File: config.mk
export PLATFORM = sky130hd
export DESIGN_NAME = sbct_cell
export DESIGN_NICKNAME = d
export VERILOG_FILES = /design/src/hdl/sbct_pkg.sv /design/src/hdl/sbct_cell.sv
export SDC_FILE = /design/constraint.sdc
export NUM_CORES = 1
export LEC_CHECK = 0
export BUFFER_PORTS_ARGS = -buffer_cell sky130_fd_sc_hd__buf_2
export CAP_MARGIN = 5
export CORE_AREA = 2 2 188 190
export CTS_CLUSTER_SIZE = 16
export DETAILED_ROUTE_END_ITERATION = 16
export DIE_AREA = 0 0 190 192
export RECOVER_POWER = 25
export REMOVE_ABC_BUFFERS = 1
export SLEW_MARGIN = 20
export SYNTH_ARGS = -nofsm -noshare
export SYNTH_HDL_FRONTEND = slang
export SYNTH_SLANG_ARGS = --single-unit
File: constraint.sdc
create_clock -name aclk -period 7.4 [get_ports aclk]
set_input_delay 0.37 -clock aclk [delete_from_list [all_inputs] [get_ports aclk]]
set_output_delay 0.37 -clock aclk [all_outputs]
set_load 0.005 [all_outputs]
File: src/hdl/sbct_pkg.sv
package sbct_pkg;

    localparam int POINT_DEPTH = 64;
    localparam int PT_IDX_W    = $clog2(POINT_DEPTH);
    localparam int CNT_W       = $clog2(POINT_DEPTH + 1);
    localparam int IDX_W       = 10;
    localparam int DIV_W       = 48;
    localparam int EXP_STEPS   = 24;

    // Operation codes of an input item.
    localparam logic [3:0] OP_QUERY = 4'd0;
    localparam logic [3:0] OP_ADD   = 4'd1;
    localparam logic [3:0] OP_SET_C = 4'd2;
    localparam logic [3:0] OP_SET_K = 4'd3;
    localparam logic [3:0] OP_CURVE = 4'd4;
    localparam logic [3:0] OP_NTH   = 4'd5;
    localparam logic [3:0] OP_CLEAR = 4'd6;
    localparam logic [3:0] OP_ERASE = 4'd7;
    localparam logic [3:0] OP_DUMP  = 4'd8;
    localparam logic [3:0] OP_RAMP  = 4'd9;

    // Result kinds.
    localparam logic [1:0] KIND_Y    = 2'd0;
    localparam logic [1:0] KIND_RAMP = 2'd1;
    localparam logic [1:0] KIND_DUMP = 2'd2;

    // Configuration register indexes.
    localparam logic [1:0] REG_Y_BOUND_A = 2'd0;
    localparam logic [1:0] REG_Y_BOUND_B = 2'd1;
    localparam logic [1:0] REG_CAPACITY  = 2'd2;

    // Commands broadcast to the cell chain.
    localparam logic [2:0] CELL_NOP    = 3'd0;
    localparam logic [2:0] CELL_INSERT = 3'd1;
    localparam logic [2:0] CELL_WRITE  = 3'd2;
    localparam logic [2:0] CELL_ERASE  = 3'd3;
    localparam logic [2:0] CELL_CURVE  = 3'd4;
    localparam logic [2:0] CELL_LOAD   = 3'd5;
    localparam logic [2:0] CELL_SHIFT  = 3'd6;

    typedef struct packed {
        logic [3:0]        operation;
        logic signed [31:0] x_in;
        logic signed [31:0] y_in;
        logic signed [15:0] curve_in;
        logic [IDX_W-1:0]  index_in;
    } in_item_t;

    typedef struct packed {
        logic [1:0]         kind;
        logic [IDX_W-1:0]   index_out;
        logic [30:0]        x_out;
        logic signed [31:0] y_out;
        logic signed [15:0] curve_out;
        logic [30:0]        time_out;
        logic               last;
    } out_item_t;

    typedef struct packed {
        logic [30:0]        x;
        logic signed [31:0] y;
        logic signed [15:0] curve;
    } point_t;

    typedef struct packed {
        logic [2:0]          op;
        logic [PT_IDX_W-1:0] pos;
        point_t              pt;
    } cell_cmd_t;

    typedef struct packed {
        logic [30:0]        x;
        logic [30:0]        xl;
        logic signed [31:0] yl;
        logic [30:0]        xr;
        logic signed [31:0] yr;
        logic signed [15:0] cr;
    } seg_t;

    typedef logic [31:0] base_tbl_t [EXP_STEPS];

    function automatic logic [31:0] isqrt_c(input logic [63:0] v_in);
        logic [63:0] v;
        logic [63:0] res;
        logic [63:0] one;
        v   = v_in;
        res = 64'd0;
        one = 64'd1 << 62;
        for (int i = 0; i < 32; i++) begin
            if (one > v) begin
                one = one >> 2;
            end
        end
        for (int i = 0; i < 32; i++) begin
            if (one != 64'd0) begin
                if (v >= res + one) begin
                    v   = v - (res + one);
                    res = (res >> 1) + one;
                end else begin
                    res = res >> 1;
                end
                one = one >> 2;
            end
        end
        return res[31:0];
    endfunction

    // Factors 2^(-2^-k) in Q.32 for k = 1 .. EXP_STEPS, each the root of the one before.
    function automatic base_tbl_t exp_base_table();
        base_tbl_t   tbl;
        logic [31:0] b;
        b = 32'd3037000500;
        for (int k = 0; k < EXP_STEPS; k++) begin
            tbl[k] = b;
            b = isqrt_c({b, 32'd0});
        end
        return tbl;
    endfunction

endpackage

File: src/hdl/sbct_cell.sv
module sbct_cell (
    input  logic                          aclk,
    input  logic [sbct_pkg::PT_IDX_W-1:0] cell_idx,
    input  sbct_pkg::cell_cmd_t           cmd,
    input  sbct_pkg::point_t              left_pt,
    input  sbct_pkg::point_t              right_pt,
    input  sbct_pkg::point_t              right_tap,
    output sbct_pkg::point_t              pt,
    output sbct_pkg::point_t              tap
);
    import sbct_pkg::*;

    point_t pt_reg;
    point_t pt_next;
    point_t tap_reg;
    point_t tap_next;

    always_comb begin
        pt_next  = pt_reg;
        tap_next = tap_reg;
        case (cmd.op)
            CELL_INSERT: begin
                if (cell_idx > cmd.pos) begin
                    pt_next = left_pt;
                end else if (cell_idx == cmd.pos) begin
                    pt_next = cmd.pt;
                end
            end
            CELL_WRITE: begin
                if (cell_idx == cmd.pos) begin
                    pt_next = cmd.pt;
                end
            end
            CELL_ERASE: begin
                if (cell_idx >= cmd.pos) begin
                    pt_next = right_pt;
                end
            end
            CELL_CURVE: begin
                if (cell_idx == cmd.pos) begin
                    pt_next.curve = cmd.pt.curve;
                end
            end
            CELL_LOAD:  tap_next = pt_reg;
            CELL_SHIFT: tap_next = right_tap;
            default: ;
        endcase
    end

    always_ff @(posedge aclk) begin
        pt_reg  <= pt_next;
        tap_reg <= tap_next;
    end

    assign pt  = pt_reg;
    assign tap = tap_reg;

endmodule

==> reports/results.ini <==
[drt]
num_vias = 7458
wl_per_cell_um = 19.9
vias_per_cell = 4.67
wl_mm = 31.8
drc = 0
drt_iter0_drc = 383
firstDrtPassIters = 5
ant_nets = 0

[sta]
fmax_mhz = 277
finClkSkew_ns = 0.00862
rsz0062_at_grt = false
tightest_slew_ns = 2.70
relSlewSlack = -0.797
final-setup-viol-count = 0
final.min_clock_period_ns = 3.62
fin_hold_ws_ns = 0.203
setup_ws_ns = 3.78
min_period_over_period = 0.489
drv_slew = 34
setup_tns_ns = 0
final_hold_viol_count = 0

[power]
power.switching_uw = 687
p_clk_frac = 0.354
p_leak_uw = 0.00538
swShare = 0.273
powerDensity_nw_per_um2 = 213
ir_worst_vdd_uv = 151
p_int_uw = 1830
p_seq_frac = 0.460
combinationalPowerShare = 0.185

[cts]
cts-buffers-inserted = 17
htreeDepth = 4
root_buffer = clkbuf_16
worst_skew_pair.late_latency_ns = 0.44
tritoncts = done
clkSinkCount = 158
post-cts-setup-buffers = 0
post_cts_resized = 0
hold_buffers = 0
cts.path.max_buffers = 2
path_clk_slew_ns = 0.07

[setup_path]
worst_ep_arrival_time_ns = 3.69
start_kind = input port
cp_slowest_cell = and2_0
worst_ep_required_time_ns = 7.47
crit_family = simple AND/OR/NAND/NOR gates
cp_cell_sequence = clkbuf_1 > xor2_1 > and2_0 > buf_4
crit_path_end_kind = flip-flop
critPathKind = in2reg
crit_buf_inv = 2
r2r_cells = 3
cp_max_fo = 47
r2r-end = pt[7]$_DFFE_PP_
crit_start = cmd[85]
r2r_setup_slack_ns = 5.92
rr_startpoint = pt[7]$_DFFE_PP_
slowest_delay_ns = 1.95

[grt]
track_usage = 0.166
antenna_found_initial = 1
grt_pass1_wl_mm = 45.2
grt-ovfl-total = 0
grt_max_degree = 64
grt_pass1_vias = 7699

[synth]
synthDistinctLibCells = 38
ys_seq_area_frac = 0.568
synthCells = 656
synth_flop_cell = edfxtp_1
ys_seq_elements = 158
synth_warnings = 0
async_reset_ff_frac = 0
synth.cell_area_um2 = 8350
avgSynthCellArea_um2 = 12.7
synth-edff-count = 158

[placed_design]
io_buffers = 489
dp_hpwl_mm = 24.0
gp_congestion = 0.884
dpl_worst_slack_ns = 3.97

[cells_and_area]
n_fill_cell = 3496
final_cell_mix = buf_2 (425), edfxtp_1 (158), mux2_2 (94)
layout-drive-gt1-share = 0.497
area_delta_synth_final_pct = 41.3
final_common_cell = buf_2
n_antenna_cell = 0
finish.net_count = 1468

[floorplanning]
dieArea_um2 = 36500
die_h_um = 192
ios = 490
rows = 68
coreArea_um2 = 34300
die-width_um = 190
start_util = 0.244

[hold_path]
hold_depth = 3
hold_path_end = pt[64]$_DFFE_PP_
worst_hold_startpoint = right_pt[64]
min_path_type = in2reg

[status]
status = finished, violations left
violations = capacitance limit, slew limit

[flow_run]
maxCapViolCount = 1

[synthesized netlist by cell type (2+ instances only)]
master    instances  area, um2
edfxtp_1        158       4740
mux2_2           94       1060
inv_1            69        259
nand2_1          65        244
mux2i_1          64        641
o221ai_1         63        552
clkbuf_1         29        109
o21ai_0          22        110
nor2_1           19       71.3
a222oi_1         15        150
buf_2            14       70.1
o21ai_1           9       45.0
ha_1              6       75.1
a21oi_1           2       10.0
and2_1            2       12.5
buf_1             2       7.51
nor3_1            2       10.0
[cell families (layout without fill, tap and decap cells)]
group	after synthesis	after routing	synth area share
mux	158	158	0.203
flops	158	158	0.568
compound gates	123	123	0.117
buf+inv	115	602	0.0542
simple gates	95	95	0.0466
fa+ha+maj	6	6	0.00899
xor+xnor	1	1	0.00105
[final cells by class]
type                       count  area [um2]  share of cell area
inverter                      69         259              0.0220
multi-input combinational    383        3190               0.271
clock inverter                13         140              0.0119
sequential                   158        4740               0.402
timing repair buffer         501        2460               0.208
tap                          455         569              0.0483
clock buffer                  19         433              0.0367
[worst max-delay path by stage]
stage,endpoint,depth (start not counted)
4_1_cts,pt[9]$_DFFE_PP_,8
3_5_place_dp,pt[9]$_DFFE_PP_,8
2_1_floorplan,pt[16]$_DFFE_PP_,6
5_1_grt,tap[27]$_DFFE_PP_,4
6_report,tap[78]$_DFFE_PP_,4
3_3_place_gp,pt[5]$_DFFE_PP_,8
[through the flow]
stage	power (uW)	area [um2]	cells	utilization
floorplan	1390	8160	610	-
global placement	1640	11300	1566	0.330
detailed placement	1650	11300	1566	0.330
CTS	2560	11900	1598	0.346
global route	2630	11800	1598	0.344
finish	2510	11800	1598	0.344
[power by group through the flow]
stage               clock, uW  combinational, uW  sequential, uW
floorplan                   0                217            1170
global placement            0                467            1170
detailed placement          0                476            1170
CTS                       925                477            1160
global route              951                511            1170
finish                    891                466            1160
[worst reg2reg max path, delay by kind of cell, from the launching register on]
kind | cells | cell delay [ns]
AOI/OAI and AO/OA | 2 | 0.45
DFF | 1 | 0.46
muxes | 1 | 0.31
[metal layers]
| layer | global-route usage | share of wire | vias to the layer above |
|---|---|---|---|
| li1 | - | - | 3467 |
| met2 | 0.298 | 0.51 | 398 |
| met4 | 0.0748 | 0.029 | 2 |
| met3 | 0.0481 | 0.078 | 52 |
| met5 | 0 | 0.00041 | - |
| met1 | 0.180 | 0.39 | 3539 |
Note: power is estimated with default switching activity, not from simulation.
